File: src/rtl/software_timer_bank_top_assert.svh
// assertion macros shared by the timer bank modules
`ifndef SOFTWARE_TIMER_BANK_TOP_ASSERT_SVH
`define SOFTWARE_TIMER_BANK_TOP_ASSERT_SVH

// same-cycle implication, checked out of reset
`define STB_ASSERT_NOW(label, ante, cons, msg) \
  label: assert property (@(posedge clk) disable iff (rst) (ante) |-> (cons)) \
    else $error(msg);

// next-cycle implication, checked out of reset
`define STB_ASSERT_NEXT(label, ante, cons, msg) \
  label: assert property (@(posedge clk) disable iff (rst) (ante) |=> (cons)) \
    else $error(msg);

`endif

File: src/rtl/stb_pkg.sv
`timescale 1ns / 1ps

package stb_pkg;

  localparam int NUM_TIMERS = 4;
  localparam int SLOTS      = 4;
  localparam int SLOT_W     = 2;
  localparam int TIME_W     = 32;
  localparam int ELAPSED_W  = 16;
  localparam int CFG_IDX_W  = 3;

  localparam logic [SLOT_W-1:0] LAST_SLOT = SLOT_W'(NUM_TIMERS - 1);

  localparam logic CMD_TICK     = 1'b0;
  localparam logic CMD_DISPATCH = 1'b1;

  localparam logic [CFG_IDX_W-1:0] REG_ENABLE   = 3'd0;
  localparam logic [CFG_IDX_W-1:0] REG_PERIODIC = 3'd1;
  localparam logic [CFG_IDX_W-1:0] REG_RELOAD_0 = 3'd2;
  localparam logic [CFG_IDX_W-1:0] REG_RELOAD_1 = 3'd3;
  localparam logic [CFG_IDX_W-1:0] REG_RELOAD_2 = 3'd4;
  localparam logic [CFG_IDX_W-1:0] REG_RELOAD_3 = 3'd5;

  typedef enum logic [1:0] {
    ST_DISABLED = 2'd0,
    ST_RUNNING  = 2'd1,
    ST_EXPIRED  = 2'd2
  } timer_status_t;

  typedef struct packed {
    logic              add_total;
    logic              tick_slot;
    logic              fire_slot;
    logic              load_out;
    logic              out_fired;
    logic              out_last;
    logic [SLOT_W-1:0] slot;
  } stb_cmd_t;

  typedef struct packed {
    logic [SLOTS-1:0] fire_vec;
    logic             out_free;
  } stb_stat_t;

endpackage

File: src/rtl/software_timer_bank_top.sv
`timescale 1ns / 1ps
// bank of four millisecond timers with an enable mask and periodic/one-shot reload
// input channel item_valid/item_stall carries cmd (0 tick, 1 dispatch) and elapsed
// output channel result_valid/result_stall carries fired_valid, fired_index,
//   ms_total and last; last marks the final word caused by one input word
// a tick adds elapsed to ms_total and counts down each enabled running timer,
//   visiting one timer slot per cycle through the shared subtract/compare
// tick: the slot walk visits all four slots, then S_TICK_OUT loads the output word
// dispatch: one slot per cycle unless the output stalls, one word per expired
//   enabled timer in index order, or a single word, fired_valid low, if none expired
// item_stall is high while a word is in work; the next word is taken as soon
//   as the last result sits in the output register, even if it is still stalled
// a stalled output register holds its word and pauses the dispatch slot walk
// config writes (cfg_we, cfg_index, cfg_data) act at once and belong to idle time
// reset: all timers running with countdown zero, the running total zero, enable_mask all
//   ones, periodic_mask and reloads zero, output register empty
module software_timer_bank_top (
  input  logic                          clk,
  input  logic                          rst,
  input  logic                          item_valid,
  output logic                          item_stall,
  input  logic                          cmd,
  input  logic [stb_pkg::ELAPSED_W-1:0] elapsed,
  output logic                          result_valid,
  input  logic                          result_stall,
  output logic                          fired_valid,
  output logic [stb_pkg::SLOT_W-1:0]    fired_index,
  output logic [stb_pkg::TIME_W-1:0]    ms_total,
  output logic                          last,
  input  logic                          cfg_we,
  input  logic [stb_pkg::CFG_IDX_W-1:0] cfg_index,
  input  logic [stb_pkg::TIME_W-1:0]    cfg_data
);
  import stb_pkg::*;

  stb_cmd_t  ctl;
  stb_stat_t stat;

  stb_ctrl u_ctrl (
    .clk        (clk),
    .rst        (rst),
    .item_valid (item_valid),
    .item_stall (item_stall),
    .cmd        (cmd),
    .stat       (stat),
    .ctl        (ctl)
  );

  stb_dp u_dp (
    .clk          (clk),
    .rst          (rst),
    .elapsed      (elapsed),
    .cfg_we       (cfg_we),
    .cfg_index    (cfg_index),
    .cfg_data     (cfg_data),
    .ctl          (ctl),
    .stat         (stat),
    .result_valid (result_valid),
    .result_stall (result_stall),
    .fired_valid  (fired_valid),
    .fired_index  (fired_index),
    .ms_total     (ms_total),
    .last         (last)
  );

endmodule

File: src/rtl/stb_dp.sv
`timescale 1ns / 1ps

module stb_dp (
  input  logic                          clk,
  input  logic                          rst,
  input  logic [stb_pkg::ELAPSED_W-1:0] elapsed,
  input  logic                          cfg_we,
  input  logic [stb_pkg::CFG_IDX_W-1:0] cfg_index,
  input  logic [stb_pkg::TIME_W-1:0]    cfg_data,
  input  stb_pkg::stb_cmd_t             ctl,
  output stb_pkg::stb_stat_t            stat,
  output logic                          result_valid,
  input  logic                          result_stall,
  output logic                          fired_valid,
  output logic [stb_pkg::SLOT_W-1:0]    fired_index,
  output logic [stb_pkg::TIME_W-1:0]    ms_total,
  output logic                          last
);
  import stb_pkg::*;

  `include "software_timer_bank_top_assert.svh"

  logic [SLOTS-1:0]     enable_mask;
  logic [SLOTS-1:0]     periodic_mask;
  logic [TIME_W-1:0]    reload [SLOTS];
  logic [TIME_W-1:0]    countdown [SLOTS];
  timer_status_t        status [SLOTS];
  logic [TIME_W-1:0]    total;
  logic [ELAPSED_W-1:0] el;
  logic [TIME_W-1:0]    el_wide;
  logic [TIME_W-1:0]    cur_count;

  assign el_wide   = {{(TIME_W-ELAPSED_W){1'b0}}, el};
  assign cur_count = countdown[ctl.slot];

  always_comb begin
    for (int i = 0; i < SLOTS; i++) begin
      stat.fire_vec[i] = (i < NUM_TIMERS) && enable_mask[i] && (status[i] == ST_EXPIRED);
    end
    stat.out_free = !result_valid || !result_stall;
  end

  always_ff @(posedge clk) begin
    if (rst) begin
      enable_mask   <= '1;
      periodic_mask <= '0;
      total         <= '0;
      result_valid  <= 1'b0;
      for (int i = 0; i < SLOTS; i++) begin
        reload[i]    <= '0;
        countdown[i] <= '0;
        status[i]    <= ST_RUNNING;
      end
    end else begin
      if (cfg_we) begin
        case (cfg_index)
          REG_ENABLE:   enable_mask   <= cfg_data[SLOTS-1:0];
          REG_PERIODIC: periodic_mask <= cfg_data[SLOTS-1:0];
          REG_RELOAD_0: reload[0]     <= cfg_data;
          REG_RELOAD_1: reload[1]     <= cfg_data;
          REG_RELOAD_2: reload[2]     <= cfg_data;
          REG_RELOAD_3: reload[3]     <= cfg_data;
          default: ;
        endcase
      end
      if (ctl.add_total) begin
        total <= total + {{(TIME_W-ELAPSED_W){1'b0}}, elapsed};
      end
      if (ctl.tick_slot && enable_mask[ctl.slot] && (status[ctl.slot] == ST_RUNNING)) begin
        if (cur_count > el_wide) begin
          countdown[ctl.slot] <= cur_count - el_wide;
        end else begin
          countdown[ctl.slot] <= '0;
          status[ctl.slot]    <= ST_EXPIRED;
        end
      end
      if (ctl.fire_slot) begin
        if (periodic_mask[ctl.slot]) begin
          countdown[ctl.slot] <= reload[ctl.slot];
          status[ctl.slot]    <= ST_RUNNING;
        end else begin
          status[ctl.slot] <= ST_DISABLED;
        end
      end
      if (ctl.load_out) begin
        result_valid <= 1'b1;
      end else if (!result_stall) begin
        result_valid <= 1'b0;
      end
    end
  end

  // payload registers
  always_ff @(posedge clk) begin
    if (ctl.add_total) begin
      el <= elapsed;
    end
    if (ctl.load_out) begin
      fired_valid <= ctl.out_fired;
      fired_index <= ctl.out_fired ? ctl.slot : '0;
      ms_total    <= total;
      last        <= ctl.out_last;
    end
  end

  `STB_ASSERT_NEXT(a_fire_clears, ctl.fire_slot, !stat.fire_vec[$past(ctl.slot)], "fired timer still expired")
  `STB_ASSERT_NEXT(a_load_shows, ctl.load_out, result_valid, "loaded word not presented")
  `STB_ASSERT_NEXT(a_total_adds, ctl.add_total, total == $past(total) + {{(TIME_W-ELAPSED_W){1'b0}}, $past(elapsed)}, "total not advanced by elapsed")

endmodule

File: src/rtl/stb_ctrl.sv
`timescale 1ns / 1ps

module stb_ctrl (
  input  logic                clk,
  input  logic                rst,
  input  logic                item_valid,
  output logic                item_stall,
  input  logic                cmd,
  input  stb_pkg::stb_stat_t  stat,
  output stb_pkg::stb_cmd_t   ctl
);
  import stb_pkg::*;

  `include "software_timer_bank_top_assert.svh"

  typedef enum logic [2:0] {
    S_IDLE,
    S_TICK,
    S_TICK_OUT,
    S_DISP,
    S_NONE_OUT
  } state_t;

  state_t            state;
  logic [SLOT_W-1:0] slot;
  logic              accept;
  logic [SLOTS-1:0]  above;
  logic              later;

  assign item_stall = (state != S_IDLE);
  assign accept     = item_valid && !item_stall;

  always_comb begin
    for (int j = 0; j < SLOTS; j++) begin
      above[j] = (j > int'(slot));
    end
    later = |(stat.fire_vec & above);
  end

  always_comb begin
    ctl           = '0;
    ctl.slot      = slot;
    case (state)
      S_IDLE: begin
        ctl.add_total = accept && (cmd == CMD_TICK);
      end
      S_TICK: begin
        ctl.tick_slot = 1'b1;
      end
      S_TICK_OUT, S_NONE_OUT: begin
        ctl.load_out = stat.out_free;
        ctl.out_last = 1'b1;
      end
      S_DISP: begin
        if (stat.fire_vec[slot] && stat.out_free) begin
          ctl.fire_slot = 1'b1;
          ctl.load_out  = 1'b1;
          ctl.out_fired = 1'b1;
          ctl.out_last  = !later;
        end
      end
      default: ;
    endcase
  end

  always_ff @(posedge clk) begin
    if (rst) begin
      state <= S_IDLE;
      slot  <= '0;
    end else begin
      case (state)
        S_IDLE: begin
          if (accept) begin
            slot <= '0;
            if (cmd == CMD_TICK) begin
              state <= S_TICK;
            end else if (stat.fire_vec == '0) begin
              state <= S_NONE_OUT;
            end else begin
              state <= S_DISP;
            end
          end
        end
        S_TICK: begin
          if (slot == LAST_SLOT) begin
            state <= S_TICK_OUT;
          end else begin
            slot <= slot + 1'b1;
          end
        end
        S_TICK_OUT, S_NONE_OUT: begin
          if (stat.out_free) begin
            state <= S_IDLE;
          end
        end
        S_DISP: begin
          if (stat.fire_vec[slot]) begin
            if (stat.out_free) begin
              if (!later || slot == LAST_SLOT) begin
                state <= S_IDLE;
              end else begin
                slot <= slot + 1'b1;
              end
            end
          end else if (slot == LAST_SLOT) begin
            state <= S_IDLE;
          end else begin
            slot <= slot + 1'b1;
          end
        end
        default: begin
          state <= S_IDLE;
        end
      endcase
    end
  end

  `STB_ASSERT_NOW(a_load_free, ctl.load_out, stat.out_free, "output loaded while occupied")
  `STB_ASSERT_NOW(a_fire_ready, ctl.fire_slot, stat.fire_vec[ctl.slot], "fired a timer that had not expired")
  `STB_ASSERT_NOW(a_fire_emits, ctl.fire_slot, ctl.load_out && ctl.out_fired, "fire without an emitted word")

endmodule
File: config.mk
export PLATFORM = sky130hd
export DESIGN_NAME = software_timer_bank_top
export DESIGN_NICKNAME = d
export VERILOG_FILES = /design/src/rtl/stb_pkg.sv /design/src/rtl/software_timer_bank_top.sv /design/src/rtl/stb_dp.sv /design/src/rtl/stb_ctrl.sv
export VERILOG_INCLUDE_DIRS = /design/src /design/src/rtl
export SDC_FILE = /design/constraint.sdc
export NUM_CORES = 1
export LEC_CHECK = 0
export BUFFER_PORTS_ARGS = -buffer_cell sky130_fd_sc_hd__buf_2
export CAP_MARGIN = 0
export CORE_ASPECT_RATIO = 1.4
export CORE_MARGIN = 5
export CORE_UTILIZATION = 45
export CTS_CLUSTER_SIZE = 40
export DETAILED_ROUTE_END_ITERATION = 8
export PLACE_DENSITY = 0.61
export SETUP_SLACK_MARGIN = 0.2
export SLEW_MARGIN = 20
export SYNTH_ARGS = -nofsm -noshare
export SYNTH_HDL_FRONTEND = slang
export SYNTH_HIERARCHICAL = 1
export SYNTH_SLANG_ARGS = --single-unit
File: constraint.sdc
create_clock -name clk -period 7.85 [get_ports clk]
set_clock_uncertainty 0.2 [all_clocks]
set_input_delay 1.57 -clock clk [delete_from_list [all_inputs] [get_ports clk]]
set_output_delay 1.57 -clock clk [all_outputs]
set_load 0.05 [all_outputs]
# After elaboration in Yosys (flattened, before gate mapping)
# Memory sizes are Yosys's and may differ from the RTL's. A register that Yosys moved wholly into a read port is not among the register bits.
# Cells that the tools add are included.
# op_classes
n_eq_ne,23
n_div,0
mul,0
order_cmp,5
mux,85
shift,0
bitwise_logic,10
addsub,3
n_reduce_logical,28
# op_table
operator,n
32-bit two-way mux,7
1-bit two-way mux,45
32-bit by 16-bit adder with 32-bit output,1
32-bit by 16-bit greater-than comparator with 1-bit output,1
2-bit two-way mux,16
32-bit OR reduction,1
32-bit by 16-bit subtractor with 32-bit output,1
3-bit two-way mux,9
"3-bit by 2-bit equality test with 1-bit output, second input constant",4
3-bit one-hot mux with 4 select lines,1
"2-bit equality test, second input constant",5
"3-bit equality test, second input constant",3
1-bit logical AND,9
"2-bit by 1-bit != test with 1-bit output, second input constant",4
1-bit bitwise OR,8
1-bit binary-select mux with 2-bit select,3
"3-bit by 1-bit equality test with 1-bit output, second input constant",2
3-bit zero test,2
"3-bit != test, second input constant",2
2-bit one-hot mux with 3 select lines,1
6-bit AND reduction,1
3-bit nonzero test,2
4-bit bitwise AND,1
"2-bit greater-than comparator, first input constant",2
other kinds (16),23
# word_totals
output_inout_bits,38
register_bits,98
mem_bits_rw,264
rom_bits,0
latch_bits,0
n_memories,3
inputBits,57
# mem_list
memory,depth,word_bits,rd,rd_ports_with_merged_regs,write_ports,line,source
u_dp.countdown,4,32,1,1,4,stb_dp.sv:26,logic [TIME_W-1:0] countdown [SLOTS];
u_dp.reload,4,32,1,1,4,stb_dp.sv:25,logic [TIME_W-1:0] reload [SLOTS];
u_dp.status,4,2,5,1,4,stb_dp.sv:27,timer_status_t status [SLOTS];

# Logic depth before layout (Yosys ltp)
# An unclocked memory read counts as a cell.
# logic_depth
depth_word,15
depth_mapped,20
mapped_depth_nobuf,13

# Modules after synthesis
# The synthesis kept the hierarchy.
# modules_own_cells
mod,area_each_um2,n_inst,cells_each,seq_area_each_um2
stb_dp,16737.3,1,1245,10309.9
stb_ctrl,573.0,1,76,100.1

# Least setup slack after synthesis
# No wires, ideal clock.
# synth_timing
kind,in2reg
from,input port result_stall
to,memory u_dp.countdown[3][0] (enable)
setup_slack_ns,1.844
arrival_time_ns,5.340
required_time_ns,7.184
cell_stages,9
setup_time_ns,0.466
path_buffers,3
cell_sequence,nand2_1 and4b_1 buf_4 nor2b_1 and2_1 clkbuf_1 clkbuf_1 nor2_1 o21ai_0
# synth_rtl
item,line,source
from (decl),software_timer_bank_top.sv:25,"input logic result_stall,"
to (decl),stb_dp.sv:26,

==> reports/summary.log <==
INFO  status         status=complete, no violations
INFO  layout         mostFrequentLayoutCells=sky130_fd_sc_hd__edfxtp_1, sky130_fd_sc_hd__nor2_1, sky130_fd_sc_hd__and2_1
INFO  floorplanning  die_width=175.8um
INFO  route          wl_met2=20420um
INFO  clock_tree     cts.repair.resized=0
INFO  placed_design  portBuffers=94
INFO  synth          synthArstFlopShare=0%
INFO  layout         layout.cells.most_common=sky130_fd_sc_hd__edfxtp_1
INFO  floorplanning  die_area=42550um^2
INFO  clock_tree     cts_root_buf=sky130_fd_sc_hd__clkbuf_16
INFO  synth          synth_cell_type_count=71
INFO  route          dr_total_vias=10.63k
INFO  power          power.leakage=7.227nW
INFO  grt            grt_pass1_wl=62210um
INFO  route          met3_wl=1652um
INFO  critical_path  cp_slowest_stage_delay=0.74ns
INFO  clock_tree     cts_max_path_buffers=3
INFO  grt            antenna_found_initial=2
INFO  timing         setup-violations-final=0
INFO  synth          synth_area_per_cell=13.10um^2
INFO  timing         final_critical_path_setup_slack=2.668ns
INFO  critical_path  worst-path-max-fanout=29
INFO  clock_tree     cts_num_sinks=362
INFO  route          finalWirelength=39860um
INFO  critical_path  type_of_the_worst_setup_path=reg -> reg
INFO  critical_path  cp-end-kind=flip-flop
INFO  synth          syn-num-nets=1416
INFO  timing         post-route-min-period=5.182ns
INFO  layout         final_layout_size_suffix_gt1_share=18.50%
INFO  synth          synthesis.instances=1321
INFO  timing         fin_tns_setup=0ns
INFO  layout         nNetsFinal=1507
INFO  critical_path  cp-start-kind=flip-flop
INFO  placed_design  gp_congestion=0.8427
INFO  synth          count_of_flip_flops_with_a_built_in_enable_after_synthesis=316
INFO  synth          number_of_synthesized_register_bits=362
INFO  synth          synth-main-ff-cell=sky130_fd_sc_hd__edfxtp_1
INFO  route          drt_first_iter_violations=645
INFO  critical_path  most_numerous_cell_on_the_critical_path=sky130_fd_sc_hd__nand2_1
INFO  critical_path  critPathSlowestCell=sky130_fd_sc_hd__nand2_1
INFO  power          ir_drop=0.1919mV
INFO  clock_tree     clkSlewWorstSetupHoldPaths=0.06ns
INFO  grt            globalRouteOverflowTotal=0
INFO  clock_tree     clock_tree_from_tritoncts=yes
INFO  timing         worstMarginPinSlew=1.019ns
INFO  clock_tree     clock_insertion_delay_worst_skew=0.52ns
INFO  timing         report.final.slew_viol_count=0
INFO  floorplanning  core.rowCount=85
INFO  floorplanning  ioPinCount=95
INFO  critical_path  worst-endpoint-required=7.86ns
INFO  synth          syn-cell-area=17310um^2
INFO  route          detail_route.vias_per_cell=5.547
INFO  timing         worst_slew_margin_rel=32.08%
INFO  clock_tree     cts_hold_buffers=0
INFO  timing         report.final.hold_viol_count=0
INFO  critical_path  r2r-start=u_ctrl/slot[0]
INFO  power          pwr_density_cell=238.6nW/um^2
INFO  critical_path  arrival=5.19ns
INFO  route          routed_wire_length_per_instance=20.79um
INFO  clock_tree     numCtsBuffers=36
INFO  timing         layout_worst_path_cycle_share=66.01%
INFO  floorplanning  design.core.area=38290um^2
INFO  floorplanning  initial_core_util=45.21%
INFO  job            max_cap_violations=0
INFO  grt            grt_usage=18.71%
INFO  worst_hold_path worst_min_path_class=reg -> reg
INFO  layout         flow.area_growth_from_synthesis=12.59%
INFO  placed_design  dp_worst_setup_slack=2.461ns
INFO  clock_tree     cts_setup_buffers=0
INFO  synth          ys_warn_count=6
INFO  timing         fmaxAchievable=0.1930GHz
INFO  synth          synth-seq-area-share=60.14%
INFO  grt            number_of_global_route_vias_before_repair=10.76k
INFO  worst_hold_path worst_hold_startpoint=u_dp/total[31]
INFO  route          number_of_iterations_in_the_first_detailed_routing_pass=5
INFO  clock_tree     cts-htree-levels=2
INFO  route          route.layer.met1.wl=16440um
INFO  route          remaining_drc_errors=0
INFO  route          antenna_violating_nets_post_route=0
INFO  route          uppermost_metal_layer_occupied_by_signal_nets=met5
INFO  critical_path  worst_setup_path_startpoint=u_ctrl/slot[0]
INFO  grt            grt_start_max_net_pins=44
INFO  floorplanning  fp.dieH=242.1um
INFO  placed_design  detailed_placer_s_ending_hpwl=26610um
INFO  timing         setup_repair_after_global_routing_missed_its_margin=false
INFO  critical_path  crit_chain=buf_4, nand2_1, o22ai_2, and4b_1, nor2b_1, nand2_1, nand2b_1, nand2_1, nand2_1, buf_4
cell usage after synthesis, drive strengths merged, types with 4 or more instances:
cell type	instances	share of area, %
a2111oi	5	0.25
a211oi	15	0.68
a21boi	5	0.22
a21o	15	0.65
a21oi	50	1.4
a22oi	15	0.82
a31oi	11	0.40
and2	137	5.0
and3	13	0.47
and3b	4	0.20
and4	4	0.20
buf	24	0.74
clkbuf	41	0.89
dfxtp	46	5.3
edfxtp	316	55
ha	36	2.6
inv	55	1.2
mux2i	24	1.4
mux4	65	8.5
nand2	64	1.4
nand2b	22	0.80
nand3	7	0.20
nand4	7	0.25
nor2	147	3.2
nor2b	11	0.40
nor3	15	0.43
nor3b	4	0.17
nor4	6	0.22
o211ai	5	0.22
o21a	12	0.56
o21ai	29	0.84
o22ai	4	0.18
o31ai	4	0.17
or2	4	0.14
or3	7	0.28
or4	6	0.30
xnor2	29	1.5
xor2	24	1.2
final cells by class:
type / count / area, um^2
diodes: 1 / 2.502
clock buffers: 46 / 959.7
clock inverters: 18 / 165.2
fillers: 3345 / 18800
inverters: 55 / 206.4
multi-input cells: 839 / 6490
flip-flops and latches: 362 / 10420
well taps: 478 / 598.1
repair buffers: 118 / 650.6
flip-flops by register name, indices dropped and copies added, names as in the netlist, 3 cells and up:
signal              flops
u_dp/enable_mask        4
u_dp/reload           128
u_dp/el                16
u_ctrl/state            3
u_dp/total             32
u_dp/status             8
u_dp/ms_total          32
u_dp/periodic_mask      4
u_dp/countdown        128
critical path, delay by kind of cell (launching register included):
family,cells,cell delay (ns)
buffers and inverters,2,0.95
and+or+nand+nor,7,2.71
AOI/OAI and AO/OA,1,0.27
DFF,1,0.70
per-stage QoR:
stage	cells	total power [W]	utilization [%]	hold WS [ns]	instance area, um^2
5_1_grt	1917	0.004849	50.91	0.2837	19490
3_3_place_gp	1852	0.003011	47.96	0.2451	18360
2_1_floorplan	1321	0.002812	-	0.2280	17310
3_5_place_dp	1852	0.003021	47.96	0.2457	18360
6_report	1917	0.004650	50.91	0.2581	19490
4_1_cts	1916	0.004702	50.90	0.2620	19490
per-layer routing:
metal	global-route usage [%]	up-vias
li1	-	5065
met1	23.83	5269
met2	32.60	218
met3	2.904	80
met4	6.333	2
met5	0	-
logic make-up (layout without fill, tap and decap cells):
family,Yosys count,in the layout,synth area share (%)
XOR/XNOR,53,53,2.682
adder cells (fa/ha/maj),38,38,2.833
other,0,1,0
multiplexers,92,92,10.04
buffers and inverters,120,237,2.819
AND/OR/NAND/NOR,469,469,14.19
AO/OA/AOI/OAI,187,187,7.301
flip-flops,362,362,60.14
path summary, 6_finish.rpt:
check,to,slack (ns),cells past startpoint
min reg2reg,u_dp/ms_total[31],0.26,0
min,u_dp/ms_total[31],0.26,0
max reg2reg,u_dp/countdown[2][27],2.67,10
max,u_dp/countdown[2][27],2.67,10
where the power goes:
group / internal [W] / switching [W]
sequential: 0.00222 / 0.0000533
clock: 0.000964 / 0.000708
combinational: 0.000254 / 0.000448
total: 0.00344 / 0.00121
Power figures use the tool's default switching activity.
